--- src/lcdw_pkg.sv ---
// ----------------------------------------------------------------------------
// lcdw_pkg
// Shared types and constants for the LCD serial frame writer.
// ----------------------------------------------------------------------------
package lcdw_pkg;

  localparam int unsigned HALF_W          = 10;
  localparam int unsigned HALF_RESET      = 100;
  localparam int unsigned CMD_W           = 12;
  localparam int unsigned NIB_W           = 4;
  localparam int unsigned FRAME_W         = 13;
  localparam int unsigned BITCNT_W        = 4;
  localparam int unsigned RAM_NIBBLES_DEF = 32;
  localparam int unsigned APB_ADDR_W      = 3;
  localparam int unsigned APB_DATA_W      = 32;

  // Register indexes (paddr[2] selects the word)
  localparam logic REG_STROBE_HALF = 1'b0;

  // Write header 101 followed by start address 000000
  localparam logic [8:0] WRITE_HEADER = 9'b101_000000;

  // Frame lengths in bits
  localparam logic [BITCNT_W-1:0] CMD_FRAME_BITS  = 4'd13;
  localparam logic [BITCNT_W-1:0] HDR_FRAME_BITS  = 4'd13;
  localparam logic [BITCNT_W-1:0] NIB_FRAME_BITS  = 4'd4;

  typedef enum logic [1:0] {
    ST_IDLE,
    ST_LOW,
    ST_HIGH,
    ST_OUT
  } seq_state_e;

  typedef struct packed {
    logic              start;
    logic [HALF_W-1:0] half;
  } tmr_ctrl_t;

endpackage

--- src/lcd_serial_frame_writer.sv ---
// ----------------------------------------------------------------------------
// lcd_serial_frame_writer
// Three-wire LCD link serializer: command frames and display nibble bursts.
// ----------------------------------------------------------------------------
// Each bit runs a strobe low half and a strobe high half, both timed by the
// strobe half-period register, then is held as a result word while the output stalls.
// Only one item of n bits (13 or 4) is in flight: the input stalls until its
// last word is taken, and every bit reuses the single strobe half-period timer.
// A rejected command returns its one word in the next cycle; input reopens once it is taken.
// Reset: no burst open, nibble count 0, strobe half period register 100.
module lcd_serial_frame_writer #(
  parameter int unsigned RAM_NIBBLES = lcdw_pkg::RAM_NIBBLES_DEF
) (
  input  logic                              clk_i,
  input  logic                              rst_ni,
  // input channel
  input  logic                              in_valid_i,
  output logic                              in_stall_o,
  input  logic                              cmd_i,
  input  logic [lcdw_pkg::CMD_W-1:0]        command_word_i,
  input  logic [lcdw_pkg::NIB_W-1:0]        nibble_i,
  // output channel
  output logic                              out_valid_o,
  input  logic                              out_stall_i,
  output logic                              wire_bit_o,
  output logic                              frame_end_o,
  output logic                              last_o,
  output logic                              rejected_o,
  // configuration port
  input  logic                              psel,
  input  logic                              penable,
  input  logic                              pwrite,
  input  logic [lcdw_pkg::APB_ADDR_W-1:0]   paddr,
  input  logic [lcdw_pkg::APB_DATA_W-1:0]   pwdata,
  output logic [lcdw_pkg::APB_DATA_W-1:0]   prdata,
  output logic                              pready
);
  import lcdw_pkg::*;

  // Count must reach RAM_NIBBLES itself before the burst closes.
  localparam int unsigned CNT_W = $clog2(RAM_NIBBLES + 1);

  // --------------------------------------------------------------------------
  // Configuration register
  // --------------------------------------------------------------------------
  logic [HALF_W-1:0] half_q;
  logic              cfg_wr;

  assign pready = 1'b1;
  assign cfg_wr = psel && penable && pwrite && (paddr[2] == REG_STROBE_HALF);
  assign prdata = (paddr[2] == REG_STROBE_HALF) ?
                  APB_DATA_W'(half_q) : '0;

  always_ff @(posedge clk_i or negedge rst_ni) begin
    if (!rst_ni) begin
      half_q <= HALF_W'(HALF_RESET);
    end else if (cfg_wr) begin
      half_q <= pwdata[HALF_W-1:0];
    end
  end

  // --------------------------------------------------------------------------
  // Sequencer state
  // --------------------------------------------------------------------------
  seq_state_e          state_q, state_d;
  logic                burst_q, burst_d;
  logic [CNT_W-1:0]    ncnt_q, ncnt_d;
  logic [FRAME_W-1:0]  shreg_q, shreg_d;       // next bit to send at the MSB
  logic [BITCNT_W-1:0] left_q, left_d;         // bits still to send
  logic                fend_q, fend_d;         // frame closes on the last bit
  logic                ov_q, ov_d;
  logic                bit_q, bit_d;
  logic                fe_q, fe_d;
  logic                last_q, last_d;
  logic                rej_q, rej_d;

  tmr_ctrl_t           tmr_ctrl;
  logic                tmr_done;

  logic                in_acc;
  logic [CNT_W:0]      ncnt_inc;
  logic                burst_full;
  logic [NIB_W-1:0]    nib_rev;

  lcdw_half_timer u_timer (
    .clk_i  (clk_i),
    .rst_ni (rst_ni),
    .ctrl_i (tmr_ctrl),
    .done_o (tmr_done)
  );

  assign in_stall_o = (state_q != ST_IDLE);
  assign in_acc     = in_valid_i && !in_stall_o;

  assign ncnt_inc   = {1'b0, ncnt_q} + (CNT_W+1)'(1);
  assign burst_full = (ncnt_inc >= (CNT_W+1)'(RAM_NIBBLES));

  // Nibbles go out least significant bit first: reverse so the shifter
  // always sends from its top bit.
  always_comb begin
    for (int k = 0; k < NIB_W; k++) begin
      nib_rev[k] = nibble_i[NIB_W-1-k];
    end
  end

  always_comb begin
    state_d       = state_q;
    burst_d       = burst_q;
    ncnt_d        = ncnt_q;
    shreg_d       = shreg_q;
    left_d        = left_q;
    fend_d        = fend_q;
    ov_d          = ov_q;
    bit_d         = bit_q;
    fe_d          = fe_q;
    last_d        = last_q;
    rej_d         = rej_q;
    tmr_ctrl.start = 1'b0;
    tmr_ctrl.half  = half_q;

    case (state_q)
      ST_IDLE: begin
        if (in_acc) begin
          if (!cmd_i && burst_q) begin
            // Drop the command; answer with a single rejected word.
            ov_d    = 1'b1;
            bit_d   = 1'b0;
            fe_d    = 1'b0;
            last_d  = 1'b1;
            rej_d   = 1'b1;
            state_d = ST_OUT;
          end else begin
            if (!cmd_i) begin
              shreg_d = {command_word_i, 1'b0};
              left_d  = CMD_FRAME_BITS;
              fend_d  = 1'b1;
            end else begin
              if (!burst_q) begin
                shreg_d = {WRITE_HEADER, nib_rev};
                left_d  = HDR_FRAME_BITS;
              end else begin
                shreg_d = {nib_rev, {(FRAME_W-NIB_W){1'b0}}};
                left_d  = NIB_FRAME_BITS;
              end
              fend_d = burst_full;
              if (burst_full) begin
                burst_d = 1'b0;
                ncnt_d  = '0;
              end else begin
                burst_d = 1'b1;
                ncnt_d  = ncnt_inc[CNT_W-1:0];
              end
            end
            tmr_ctrl.start = 1'b1;
            state_d        = ST_LOW;
          end
        end
      end
      ST_LOW: begin
        // Strobe low half done: start the high half.
        if (tmr_done) begin
          tmr_ctrl.start = 1'b1;
          state_d        = ST_HIGH;
        end
      end
      ST_HIGH: begin
        // Rising strobe latches the bit: present it as a result word.
        if (tmr_done) begin
          ov_d    = 1'b1;
          bit_d   = shreg_q[FRAME_W-1];
          last_d  = (left_q == BITCNT_W'(1));
          fe_d    = (left_q == BITCNT_W'(1)) && fend_q;
          rej_d   = 1'b0;
          state_d = ST_OUT;
        end
      end
      ST_OUT: begin
        // Hold the word until taken, then advance to the next bit.
        if (!out_stall_i) begin
          ov_d = 1'b0;
          if (last_q) begin
            state_d = ST_IDLE;
          end else begin
            shreg_d        = {shreg_q[FRAME_W-2:0], 1'b0};
            left_d         = left_q - BITCNT_W'(1);
            tmr_ctrl.start = 1'b1;
            state_d        = ST_LOW;
          end
        end
      end
      default: begin
        state_d = ST_IDLE;
      end
    endcase
  end

  always_ff @(posedge clk_i or negedge rst_ni) begin
    if (!rst_ni) begin
      state_q <= ST_IDLE;
      burst_q <= 1'b0;
      ncnt_q  <= '0;
      ov_q    <= 1'b0;
    end else begin
      state_q <= state_d;
      burst_q <= burst_d;
      ncnt_q  <= ncnt_d;
      ov_q    <= ov_d;
    end
  end

  always_ff @(posedge clk_i) begin
    shreg_q <= shreg_d;
    left_q  <= left_d;
    fend_q  <= fend_d;
    bit_q   <= bit_d;
    fe_q    <= fe_d;
    last_q  <= last_d;
    rej_q   <= rej_d;
  end

  assign out_valid_o = ov_q;
  assign wire_bit_o  = bit_q;
  assign frame_end_o = fe_q;
  assign last_o      = last_q;
  assign rejected_o  = rej_q;

endmodule

--- src/lcdw_half_timer.sv ---
// ----------------------------------------------------------------------------
// lcdw_half_timer
// Down-counter shared by both halves of every write strobe pulse.
// ----------------------------------------------------------------------------
module lcdw_half_timer (
  input  logic              clk_i,
  input  logic              rst_ni,
  input  lcdw_pkg::tmr_ctrl_t ctrl_i,
  output logic              done_o
);
  import lcdw_pkg::*;

  logic [HALF_W-1:0] cnt_q, cnt_d;
  logic              run_q, run_d;

  assign done_o = run_q && (cnt_q == '0);

  always_comb begin
    cnt_d = cnt_q;
    run_d = run_q;
    if (ctrl_i.start) begin
      cnt_d = ctrl_i.half - HALF_W'(1);
      run_d = 1'b1;
    end else if (done_o) begin
      run_d = 1'b0;
    end else if (run_q) begin
      cnt_d = cnt_q - HALF_W'(1);
    end
  end

  always_ff @(posedge clk_i or negedge rst_ni) begin
    if (!rst_ni) begin
      run_q <= 1'b0;
      cnt_q <= '0;
    end else begin
      run_q <= run_d;
      cnt_q <= cnt_d;
    end
  end

endmodule

--- config.mk ---
export PLATFORM = sky130hd
export DESIGN_NAME = lcd_serial_frame_writer
export DESIGN_NICKNAME = d
export VERILOG_FILES = /design/src/lcdw_pkg.sv /design/src/lcd_serial_frame_writer.sv /design/src/lcdw_half_timer.sv
export SDC_FILE = /design/constraint.sdc
export NUM_CORES = 1
export LEC_CHECK = 0
export ABC_AREA = 0
export BUFFER_PORTS_ARGS = -buffer_cell sky130_fd_sc_hd__clkbuf_2
export CORE_ASPECT_RATIO = 1.1
export CORE_MARGIN = 5
export CORE_UTILIZATION = 46
export DETAILED_ROUTE_END_ITERATION = 8
export PLACE_DENSITY = 0.76
export SYNTH_ARGS = -nofsm -noshare
export SYNTH_HDL_FRONTEND = slang
export SYNTH_SLANG_ARGS = --single-unit
export TNS_END_PERCENT = 20
--- constraint.sdc ---
create_clock -name clk_i -period 2.85 [get_ports clk_i]
set_input_delay 0.1425 -clock clk_i [delete_from_list [all_inputs] [get_ports clk_i]]
set_output_delay 0.1425 -clock clk_i [all_outputs]
set_load 0.005 [all_outputs]
== Word-level counts from Yosys, hierarchy flattened ==
Cells that the tools add are included.

* Add/subtract/negate cells: 4
* Magnitude comparators: 1
* Equality and inequality tests: 12
* Muxes and demuxes: 49
* Bitwise logic cells: 2
* Reductions and logical operators: 24

{| class="wikitable"
|+ Operators by type and width
! kind !! count
|-
| $mux W13 || 6
|-
| $mux W10 || 4
|-
| $pmux W13 S2 || 1
|-
| $mux W4 || 6
|-
| $sub A10 B1 Y10 const B || 2
|-
| $mux W1 || 18
|-
| $ne A2 B2 Y1 const B || 8
|-
| $reduce_and A4 Y1 || 3
|-
| $logic_not A10 Y1 || 1
|-
| $mux W2 || 5
|-
| $reduce_and A5 Y1 || 2
|-
| $reduce_bool A2 Y1 || 5
|-
| $pmux W1 S2 || 4
|-
| $pmux W2 S4 || 1
|-
| $pmux W4 S2 || 1
|-
| $add A6 B1 Y7 const B || 1
|-
| $ge A7 B6 Y1 const B || 1
|-
| $logic_and A1 B1 Y1 || 7
|-
| $mux W6 || 1
|-
| $pmux W1 S3 || 2
|-
| $eq A2 B2 Y1 const B || 2
|-
| $eq A4 B1 Y1 const B || 1
|-
| $sub A4 B1 Y4 const B || 1
|-
| $reduce_and A3 Y1 || 1
|-
| other kinds (6) || 8
|}

* Register bits after elaboration: 53
* Input bits: 59
* Output and inout bits: 39
* Word-level logic and storage cells: 106

== Depth between registers and ports, before layout ==
Gate-level depths: netlist (run 1).

* Depth in word-level cells: 7
* Depth in mapped cells: 12
* Gate-level depth less buffers: 11

== Hierarchy ==
A second synthesis (run 1) with hierarchy kept.

* Cells, all modules: 311
* Area total of the unflattened synthesis: 3,206.8 sq um

{| class="wikitable"
|+ By module, submodules not included
! module !! times used !! cells an instance !! area an instance (sq um) !! seq. area each (sq um)
|-
| lcd_serial_frame_writer || 1 || 226 || 2,381.0 || 1,164.9
|-
| lcdw_half_timer || 1 || 85 || 825.8 || 275.3
|}

== Worst setup path before layout (run 1) ==
No wires, ideal clock.

* Path type: register to register
* Start: reg state_q[0]
* End: reg u_timer.cnt_q[8]
* Library setup time: 0.126 ns
* Arrival: 2.551 ns
* Data required time: 2.724 ns
* Path slack: 0.173 ns
* Cell stages (with the launch flop): 12
* Path buffers: 1
* Clock period less this slack: 2.677 ns
* Cells stage by stage: dfrtp_1 -> ha_1 -> or3b_2 -> o21a_1 -> a21oi_4 -> buf_4 -> mux2i_1 -> ha_1 -> nand2_1 -> nor4_1 -> xnor2_1 -> mux2i_1

* Cells in the longest elaborated chain, start to end: 7
* Elaborated cells between the ends (all ways): 12
* Those cells by class: 3 x eq/ne; 3 x mux; 6 x reduce/logical

{| class="wikitable"
|+ RTL lines
! what !! line !! text
|-
| start: declaration || lcd_serial_frame_writer.sv:65 || <nowiki>seq_state_e state_q, state_d;</nowiki>
|-
| start signal: assignment || lcd_serial_frame_writer.sv:204 || <nowiki>state_q <= state_d;</nowiki>
|-
| $reduce_bool A2 Y1 || lcd_serial_frame_writer.sv:92 || <nowiki>assign in_stall_o = (state_q != ST_IDLE);</nowiki>
|-
| $logic_not A1 Y1 || lcd_serial_frame_writer.sv:93 || <nowiki>assign in_acc = in_valid_i && !in_stall_o;</nowiki>
|-
| $logic_and A1 B1 Y1 || lcd_serial_frame_writer.sv:93 ||
|-
| $mux W1 || lcd_serial_frame_writer.sv:123 || <nowiki>if (in_acc) begin</nowiki>
|-
| $pmux W1 S3 * || lcd_serial_frame_writer.sv:121 || <nowiki>case (state_q)</nowiki>
|-
| $ne A2 B2 Y1 (no source line) or $reduce_bool A2 Y1 (tied branches) || -- ||
|-
| $reduce_and A2 Y1 (no source line) || -- ||
|-
| end signal: assignment || lcdw_half_timer.sv:37 || <nowiki>cnt_q <= cnt_d;</nowiki>
|-
| end: declaration || lcdw_half_timer.sv:13 || <nowiki>logic [HALF_W-1:0] cnt_q, cnt_d;</nowiki>
|}

Mark *: on every way between the ends. The rest lies on a longest branch, timed or not.
A chain may end at the register's enable or synchronous reset.

== Worst setup path in the final report (run 1) ==
Ends and elaborated chain as after synthesis.

==> out/qor.yml, run 1 <==
fmax_mhz: 379
cts_buffers: 5
drtIter0Drc: 94
antenna_cells: 0
finClkSkew_ns: 0.00622
power.density_nw_per_um2: 439
grtUsageTotal: 0.151
hold_path.class: "input pin to flop"
cp.required_ns: 3.03
core-area_um2: 6590
async_flop_share: 0.585
fill_cells: 603
top_layer_used: "met4"
regArea_um2: 1440
netlist_area_um2: 3120
cp_slowest_stage_delay_ns: 0.45
cts_buffer_depth: 2
clkTransAtPathRegs_ns: 0.09
initial_core_util: 0.472
clock_sinks: 53
die_h_um: 96.3
status: "complete, no violations"
syn_to_final_growth_pct: 13.0
place_area_um2: 3390
cts_root_buf: "clkbuf_8"
postSynthAreaPerCell_um2: 10.4
multi_input_area_um2: 1520
cap_violations: 0
critPathSlowestCell: "or3b_2"
wl_per_cell_um: 13.7
path_class: "flop to flop"
synth_cells: 301
tns_ns: 0
ys_warn_count: 0
holdWs_ns: 0.0727
p_sw_mw: 0.358
dr_wl_met2_um: 3060
grt_first_pass_wirelength_um: 10100
hold_viol: 0
crit_chain: "ha_1, or3b_2, o21a_1, a21oi_4, mux2i_1, ha_2, nand2_1, nor4_2, xnor2_1, mux2i_1"
min_period_ns: 2.64
fin_nets: 423
synth-seq-cells: 53
slew_violations: 0
dp_cells: 429
crit_top_cell: "mux2i_1"
drive_above_1_share: 0.247
wl_met1_um: 2610
cts_tree: "yes"
finalSetupViolations: 0
rows: 31
die_area_um2: 8520
intPower_mw: 1.19
synth_flop_cell: "dfrtp_1"
detail-route-antenna-nets: 0
ys_types: 50
drtPass1Iterations: 4
synth_edf_count: 22
relSlewSlack: 0.513
endpoint_kind: "flop"
fin_cells: 438
io_pins: 98
cts_setup_buffers: 0
grt_max_degree: 32
vias: 2239
leakage_nw: 1.44
portBuffers: 50
tightest_slew_ns: 0.730
htreeDepth: 2
switching_share: 0.232
fin_area_um2: 3520
pwr-share-comb: 0.115
die_x_um: 88.5
drc: 0
period_share: 0.926
critPathMaxFanout: 6
dpl.hpwl_um: 4660
p_clk_frac: 0.318
routabilityCongestion: 0.823
seq_power_share: 0.567
cp-start-kind: "flop"
wl_um: 6000
via_per_inst: 5.11
grt_pass1_vias: 2211
antenna_found_initial: 0
crit_arrival_ns: 2.82
route.met3.wl_um: 238
yosysSeqAreaShare: 0.462
clk_latency_ns: 0.30
overflow: 0
vdd_ir_drop_max_v: 0.000334
-- worst paths after layout --
check                                        from                           end  slack [ns]  cells past startpoint
min reg2reg                 ncnt_q[1]$_DFFE_PN0P_         ncnt_q[1]$_DFFE_PN0P_        0.53                      2
min                                     pwdata[3]         half_q[3]$_DFFE_PN0P_        0.07                      2
max in group asynchronous                  rst_ni  u_timer.cnt_q[9]$_DFFE_PN0P_        1.96                      2
min in group asynchronous                  rst_ni         ncnt_q[2]$_DFFE_PN0P_        0.43                      2
max reg2reg                state_q[0]$_DFFE_PN0P_  u_timer.cnt_q[8]$_DFFE_PN0P_        0.21                     10
max                        state_q[0]$_DFFE_PN0P_  u_timer.cnt_q[8]$_DFFE_PN0P_        0.21                     10
-- sequential cells by signal (all words and copies together), names as in the netlist, 2 cells and up --
name	flops
half_q	10
state_q	2
u_timer.cnt_q	10
left_q	4
shreg_q	13
ncnt_q	6
-- final cells by class --
type / count / area share
clock buffers: 6 / 0.0206
clock inverters: 2 / 0.00959
inverters: 11 / 0.0117
multi-input cells: 226 / 0.431
flip-flops and latches: 53 / 0.409
well taps: 82 / 0.0291
repair buffers: 58 / 0.0888
-- power by group through the flow --
stage	Clock [mW]	Combinational (mW)	Sequential (mW)
6_report	0.492	0.178	0.876
5_1_grt	0.536	0.200	0.882
4_1_cts	0.514	0.180	0.875
3_5_place_dp	0	0.178	0.892
3_3_place_gp	0	0.174	0.889
2_1_floorplan	0	0.131	0.876
-- placed cells by master, fill, tap and decap left out, drive strengths merged, types with 9 or more instances in the layout --
| cell type | instances |
|---|---|
| mux2 | 11 |
| nand2 | 32 |
| nor2 | 12 |
| nor2b | 19 |
| ha | 9 |
| dfrtp | 28 |
| edfxtp | 22 |
| xnor2 | 12 |
| conb | 23 |
| o21ai | 20 |
| inv | 11 |
| a21oi | 9 |
| clkbuf | 56 |
| mux2i | 9 |
-- synthesized netlist by cell type, drive strengths merged (2+ instances only) --
cell    instances  area share
a22o            5       0.014
nand3           4      0.0064
mux2i           9       0.029
clkbuf          8      0.0096
or4             3      0.0072
nor4            4       0.018
nand2b          5       0.010
nor4bb          2      0.0064
conb            2      0.0024
o21a            2      0.0048
o31ai           2      0.0048
xor2            6       0.017
inv            11       0.013
xnor2          12       0.034
nand4           4       0.010
and3b           2      0.0056
o21ai          20       0.032
and2            4      0.0080
nor2b          19       0.038
dfrtp          28        0.22
nand2          32       0.039
dfstp           3       0.025
nor2           12       0.014
nor4b           2      0.0056
mux2           11       0.040
edfxtp         22        0.21
ha              9       0.036
a21oi           9       0.018
nor3            5      0.0080
a31oi           4      0.0080
buf            24       0.058
o22ai           3      0.0060
-- stage by stage --
| step | setup slack [ns] | total power, mW | util |
|---|---|---|---|
| 2_1_floorplan | 0.173 | 1.01 | - |
| 6_report | 0.211 | 1.55 | 0.534 |
| 5_1_grt | -0.0242 | 1.62 | 0.534 |
| 3_3_place_gp | 0.255 | 1.06 | 0.514 |
| 4_1_cts | 0.177 | 1.57 | 0.532 |
| 3_5_place_dp | 0.198 | 1.07 | 0.514 |
-- worst max-delay path, delay by kind of cell (launching register included) --
kind | cells | cell delay [ns]
AND/OR/NAND/NOR | 3 | 0.75
adder cells (fa/ha/maj) | 2 | 0.44
flip-flops | 1 | 0.42
AO/OA/AOI/OAI | 2 | 0.39
multiplexers | 2 | 0.36
XOR/XNOR | 1 | 0.16
-- kinds of logic after synthesis --
| logic type | Yosys count | synth area share |
|---|---|---|
| flip-flops | 53 | 0.462 |
| AO/OA/AOI/OAI | 52 | 0.109 |
| XOR/XNOR | 18 | 0.0506 |
| AND/OR/NAND/NOR | 104 | 0.190 |
| adder cells (fa/ha/maj) | 9 | 0.0361 |
| buffers and inverters | 43 | 0.0807 |
| other | 2 | 0.00241 |
| multiplexers | 20 | 0.0687 |
-- layer usage --
metal  GRT usage  vias up
met4      0.0491        0
met1       0.196     1067
met2       0.255       42
met3      0.0265        7
li1            -     1123
met5           0        -
-- what timing repair did --
item,CTS,global route
setup endpoints to repair,0,2
gates resized for setup,0,3
hold buffers,1,0
endpoints found under the hold margin,28,0
Power figures use the tool's default switching activity.
==> run 2, diff against run 1 <==
Settings changed: RECOVER_POWER set to 25.
==> out/qor.yml, run 2 (same netlist as run 1, synthesis figures left out) <==
status: "finished, violations left"  # was complete, no violations
violations: "max-capacitance violations, max-slew violations"
endpoint_kind: "flop"  # unchanged
antenna_found_initial: 0  # unchanged
portBuffers: 50  # unchanged
clkTransAtPathRegs_ns: 0.09  # about the same
min_period_ns: 2.64  # about the same
cts_buffers: 5  # unchanged
seq_power_share: 0.567  # about the same
critPathSlowestCell: "or3b_2"  # unchanged
drtPass1Iterations: 4  # unchanged
cp_num_cells: 10  # unchanged
crit_chain: "ha_1, or3b_2, o21a_1, a21oi_4, mux2i_1, ha_2, nand2_1, nor4_2, xnor2_1, mux2i_1"  # unchanged
crit_arrival_ns: 2.82  # about the same
power.density_nw_per_um2: 439  # about the same
drive_above_1_share: 0.239  # was 0.247
cp_slowest_stage_delay_ns: 0.45  # about the same
drc: 0  # unchanged
min_to: "half_q[3]$_DFFE_PN0P_"  # unchanged
holdWs_ns: 0.0732  # was 0.0727 ns
detail-route-antenna-nets: 0  # unchanged
p_sw_mw: 0.358  # about the same
regMostFlops: "shreg_q"  # unchanged
reg_top3: "shreg_q x13, half_q x10, u_timer.cnt_q x10"  # unchanged
reg2reg_to: "u_timer.cnt_q[8]$_DFFE_PN0P_"  # unchanged
critPathMaxFanout: 6  # unchanged
grtUsageTotal: 0.151  # unchanged
crit_top_cell: "mux2i_1"  # unchanged
timing.rr.start: "state_q[0]$_DFFE_PN0P_"  # unchanged
core-area_um2: 6590  # unchanged
dpl.hpwl_um: 4660  # unchanged
clk_latency_ns: 0.30  # about the same
drtIter0Drc: 95  # was 94
htreeDepth: 2  # unchanged
rows: 31  # unchanged
critPathBufInv: 0  # unchanged
intPower_mw: 1.19  # about the same
die_x_um: 88.5  # unchanged
layout_commonest_cell: "clkbuf_2"  # unchanged
vdd_ir_drop_max_v: 0.000334  # about the same
cp.required_ns: 3.03  # about the same
min_path_cells: 2  # unchanged
overflow: 0  # unchanged
cts_root_buf: "clkbuf_8"  # unchanged
path_class: "flop to flop"  # unchanged
leakage_nw: 1.43  # was 1.44 nW
die_h_um: 96.3  # unchanged
tightest_slew_ns: 1.60  # was 0.730 ns
clock_sinks: 53  # unchanged
io_pins: 98  # unchanged
grt_max_degree: 32  # unchanged
largest_register_ff_count: 13  # unchanged
min_from: "pwdata[3]"  # unchanged
switching_share: 0.232  # about the same
hold_viol: 0  # unchanged
syn_to_final_growth_pct: 12.9  # was 13.0%
grt_pass1_vias: 2211  # unchanged
fin_area_um2: 3520  # about the same
p_clk_frac: 0.318  # about the same
relSlewSlack: -0.0687  # was 0.513
finClkSkew_ns: 0.00643  # was 0.00622 ns
fmax_mhz: 379  # about the same
cpLargestDelayFamily: "simple AND/OR/NAND/NOR gates"  # unchanged
antenna_cells: 0  # unchanged
cts_buffer_depth: 2  # unchanged
slew_violations: 32  # was 0
cts_tree: "yes"  # unchanged
cts_setup_buffers: 0  # unchanged
reg2regPathDepth: 10  # unchanged
r2r_setup_slack_ns: 0.21  # about the same
grt_first_pass_wirelength_um: 10100  # unchanged
via_per_inst: 5.12  # was 5.11
place_area_um2: 3390  # unchanged
fin_nets: 423  # unchanged
hold_path.class: "input pin to flop"  # unchanged
pwr-share-comb: 0.115  # about the same
vias: 2241  # was 2239
layout_common_cells: "clkbuf_2 (47), nand2_1 (32), dfrtp_1 (28)"  # was clkbuf_2 (50), nand2_1 (32), dfrtp_1 (28)
initial_core_util: 0.472  # unchanged
die_area_um2: 8520  # unchanged
finalSetupViolations: 0  # unchanged
cp-start-kind: "flop"  # unchanged
wl_per_cell_um: 13.7  # about the same
cap_violations: 1  # was 0
period_share: 0.926  # about the same
routabilityCongestion: 0.823  # unchanged
wl_um: 6020  # was 6000 um
run 2: changes by cell type in the layout (fill, tap and decap cells not counted):
cell	before	now
clkbuf_2	50	47
clkbuf_1	1	4
run 2: worst max path at each step:
stage	startpoint	endpoint	slack (ns)
2_1_floorplan	state_q[0]$_DFFE_PN0P_	u_timer.cnt_q[8]$_DFFE_PN0P_	0.17
3_3_place_gp	state_q[0]$_DFFE_PN0P_	u_timer.cnt_q[8]$_DFFE_PN0P_	0.26
3_5_place_dp	state_q[0]$_DFFE_PN0P_	u_timer.cnt_q[8]$_DFFE_PN0P_	0.20
4_1_cts	state_q[0]$_DFFE_PN0P_	u_timer.cnt_q[8]$_DFFE_PN0P_	0.18
5_1_grt	state_q[1]$_DFFE_PN0P_	u_timer.cnt_q[4]$_DFFE_PN0P_	-0.02
6_report	state_q[0]$_DFFE_PN0P_	u_timer.cnt_q[8]$_DFFE_PN0P_	0.21
run 2: timing repair:
action / CTS / global route
setup endpoints to repair: 0 / 2
resized for setup: 0 / 3
hold buffers: 1 / 0
hold endpoints to repair: 28 / 0
run 2: metrics by stage:
stage	instances	setup TNS [ns]	power, mW	util	setup slack [ns]
floorplan	322	0	1.01	-	0.173
global placement	429	0	1.06	0.514	0.255
detailed placement	429	0	1.07	0.514	0.198
CTS	438	0	1.57	0.532	0.177
global route	438	-0.0242	1.62	0.533	-0.0242
finish	438	0	1.54	0.533	0.210
run 2: power groups by stage:
stage	Sequential, mW	Combinational (mW)	Clock [mW]
finish	0.876	0.178	0.491
global route	0.882	0.200	0.536
CTS	0.875	0.180	0.514
detailed placement	0.892	0.178	0
global placement	0.889	0.174	0
floorplan	0.876	0.131	0
run 2: layer usage:
metal,GRT usage,part of all wire,wire [um],up-vias
met5,0,0,0,-
met4,0.0491,0.014,82,0
met2,0.255,0.51,3060,45
met1,0.196,0.44,2630,1067
li1,-,-,-,1122
met3,0.0265,0.041,248,7
run 2: cell type report:
| class | count | area, um^2 |
|---|---|---|
| Tap cell | 82 | 103 |
| Inverter | 11 | 41.3 |
| Clock buffer | 6 | 72.6 |
| Timing Repair Buffer | 58 | 309 |
| Multi-Input combinational cell | 226 | 1520 |
| Clock inverter | 2 | 33.8 |
| Fill cell | 606 | 3080 |
| Sequential cell | 53 | 1440 |
==> run 3, diff against run 2 <==
Clock period 2.85 ns to 2.15 ns, I/O delays scaled along.
==> out/qor.yml, run 3 (same netlist as run 1, synthesis figures left out) <==
setup_ws_ns: -0.222  # was 0.210 ns
core-area_um2: 6590  # unchanged
rows: 31  # unchanged
relSlewSlack: -0.100  # was -0.0687
period_share: 1.10  # was 0.926
intPower_mw: 1.46  # was 1.19 mW
vdd_ir_drop_max_v: 0.000272  # was 0.000334 V
leakage_nw: 1.55  # was 1.43 nW
grt_pass1_vias: 2316  # was 2211
antenna_cells: 0  # unchanged
place_area_um2: 3600  # was 3390 um^2
pwr-share-comb: 0.122  # was 0.115
cts_buffer_depth: 2  # unchanged
violations: "max-capacitance violations, max-slew violations, negative setup slack"  # was max-capacitance violations, max-slew violations
cp.required_ns: 2.34  # was 3.03 ns
wl_per_cell_um: 14.0  # was 13.7 um
rsz0062_at_grt: "yes"
cp-start-kind: "flop"  # unchanged
endpoint_kind: "flop"  # unchanged
min_from: "pwdata[9]"  # was pwdata[3]
die_area_um2: 8520  # unchanged
crit_chain: "ha_2, or3b_4, o21a_1, a21oi_4, mux2i_1, ha_2, nand2_4, buf_6, nor2_4, xnor2_1, mux2i_1"  # was ha_1, or3b_2, o21a_1, a21oi_4, mux2i_1, ha_2, nand2_1, nor4_2, xnor2_1, mux2i_1
cap_violations: 1  # unchanged
cts_buffers: 5  # unchanged
detail-route-antenna-nets: 0  # unchanged
largest_register_ff_count: 13  # unchanged
drc: 0  # unchanged
die_x_um: 88.5  # unchanged
overflow: 0  # unchanged
clock_sinks: 53  # unchanged
cts_tree: "yes"  # unchanged
p_sw_mw: 0.523  # was 0.358 mW
fin_area_um2: 3740  # was 3520 um^2
switching_share: 0.263  # was 0.232
r2r_setup_slack_ns: -0.22  # was 0.21 ns
power.density_nw_per_um2: 531  # was 439 nW/um^2
drtPass1Iterations: 4  # unchanged
fin_cells: 462  # was 438
reg_top3: "shreg_q x13, half_q x10, u_timer.cnt_q x10"  # unchanged
tightest_slew_ns: 1.65  # was 1.60 ns
dp_cells: 452  # was 429
cp_slowest_stage_delay_ns: 0.39  # was 0.45 ns
io_pins: 98  # unchanged
reg2regPathDepth: 11  # was 10
portBuffers: 50  # unchanged
grt_max_degree: 32  # unchanged
antenna_found_initial: 0  # unchanged
fmax_mhz: 422  # was 379 MHz
syn_to_final_growth_pct: 20.2  # was 12.9%
p_clk_frac: 0.290  # was 0.318
vias: 2336  # was 2241
status: "finished, violations left"  # unchanged
fin_nets: 447  # was 423
initial_core_util: 0.472  # unchanged
grtUsageTotal: 0.158  # was 0.151
regMostFlops: "shreg_q"  # unchanged
htreeDepth: 2  # unchanged
critPathSlowestCell: "dfrtp_1"  # was or3b_2
finalSetupViolations: 4  # was 0
grt_first_pass_wirelength_um: 10600  # was 10100 um
die_h_um: 96.3  # unchanged
layout_commonest_cell: "clkbuf_2"  # unchanged
timing.rr.start: "state_q[1]$_DFFE_PN0P_"  # was state_q[0]$_DFFE_PN0P_
min_period_ns: 2.37  # was 2.64 ns
min_path_cells: 2  # unchanged
finClkSkew_ns: 0.0142  # was 0.00643 ns
critPathMaxFanout: 5  # was 6
via_per_inst: 5.06  # was 5.12
wl_um: 6480  # was 6020 um
path_class: "flop to flop"  # unchanged
reg2reg_to: "u_timer.cnt_q[6]$_DFFE_PN0P_"  # was u_timer.cnt_q[8]$_DFFE_PN0P_
hold_viol: 0  # unchanged
slew_violations: 32  # unchanged
dpl.hpwl_um: 4900  # was 4660 um
clkTransAtPathRegs_ns: 0.10  # was 0.09 ns
min_to: "half_q[9]$_DFFE_PN0P_"  # was half_q[3]$_DFFE_PN0P_
power_mw: 1.99  # was 1.54 mW
crit_arrival_ns: 2.56  # was 2.82 ns
cts_root_buf: "clkbuf_8"  # unchanged
routabilityCongestion: 0.824  # was 0.823
hold_path.class: "input pin to flop"  # unchanged
clk_latency_ns: 0.31  # was 0.30 ns
drtIter0Drc: 101  # was 95
seq_power_share: 0.587  # was 0.567
drive_above_1_share: 0.308  # was 0.239
layout_common_cells: "clkbuf_2 (46), nand2_1 (31), buf_4 (29)"  # was clkbuf_2 (47), nand2_1 (32), dfrtp_1 (28)
## run 3: worst max-delay path, delay by kind of cell, from the launching register on
kind                       cells  cell delay, ns
buffers and inverters          1            0.13
adders and majority gates      2            0.45
muxes                          2            0.31
DFF                            1            0.39
xor gates and xnor gates       1            0.12
and+or+nand+nor                3            0.52
AOI/OAI and AO/OA              2            0.32
## run 3: through the flow
| stage | utilization | setup TNS [ns] | hold slack, ns | worst slack (ns) |
|---|---|---|---|---|
| 2_1_floorplan | - | -2.80 | -0.188 | -0.424 |
| 3_3_place_gp | 0.546 | -0.523 | 0.216 | -0.186 |
| 3_5_place_dp | 0.546 | -0.775 | 0.227 | -0.276 |
| 4_1_cts | 0.565 | -0.588 | 0.0190 | -0.187 |
| 5_1_grt | 0.568 | -1.36 | 0.0281 | -0.402 |
| 6_report | 0.568 | -0.691 | 0.0278 | -0.222 |
## run 3: how the worst max path moves through the flow
| stage | startpoint | endpoint | slack, ns | cells after the start |
|---|---|---|---|---|
| floorplan | state_q[0]$_DFFE_PN0P_ | u_timer.cnt_q[8]$_DFFE_PN0P_ | -0.42 | 11 |
| global placement | state_q[1]$_DFFE_PN0P_ | u_timer.cnt_q[8]$_DFFE_PN0P_ | -0.19 | 10 |
| detailed placement | state_q[1]$_DFFE_PN0P_ | u_timer.cnt_q[8]$_DFFE_PN0P_ | -0.28 | 10 |
| CTS | state_q[1]$_DFFE_PN0P_ | u_timer.cnt_q[8]$_DFFE_PN0P_ | -0.19 | 10 |
| global route | state_q[0]$_DFFE_PN0P_ | u_timer.cnt_q[8]$_DFFE_PN0P_ | -0.40 | 12 |
| finish | state_q[1]$_DFFE_PN0P_ | u_timer.cnt_q[6]$_DFFE_PN0P_ | -0.22 | 11 |
## run 3: final cells by class
| cell class | count | area (um^2) |
|---|---|---|
| fillers | 565 | 2850 |
| multi-input cells | 226 | 1570 |
| flip-flops and latches | 53 | 1440 |
| repair buffers | 82 | 504 |
| well taps | 82 | 103 |
| clock buffers | 6 | 72.6 |
| inverters | 11 | 41.3 |
| clock inverters | 2 | 13.8 |
## run 3: what timing repair did
item	CTS	global route
pin swaps	5	1
gates resized for setup	5	6
hold buffers	1	0
setup buffers	1	0
hold endpoints to repair	28	0
endpoints found under the setup margin	4	6
## run 3: power by group through the flow
stage	registers (mW)	clock network, mW	logic (mW)
floorplan	1.16	0	0.176
global placement	1.18	0	0.231
detailed placement	1.18	0	0.236
CTS	1.17	0.592	0.241
global route	1.18	0.626	0.273
finish	1.17	0.577	0.243
## run 3: metal layers
metal,wire length [um],vias up,GRT usage,share of wire
li1,-,1171,-,-
met1,2860,1110,0.202,0.44
met2,3280,48,0.272,0.51
met3,272,7,0.0257,0.042
met4,59,0,0.0479,0.0091
met5,0,-,0,0
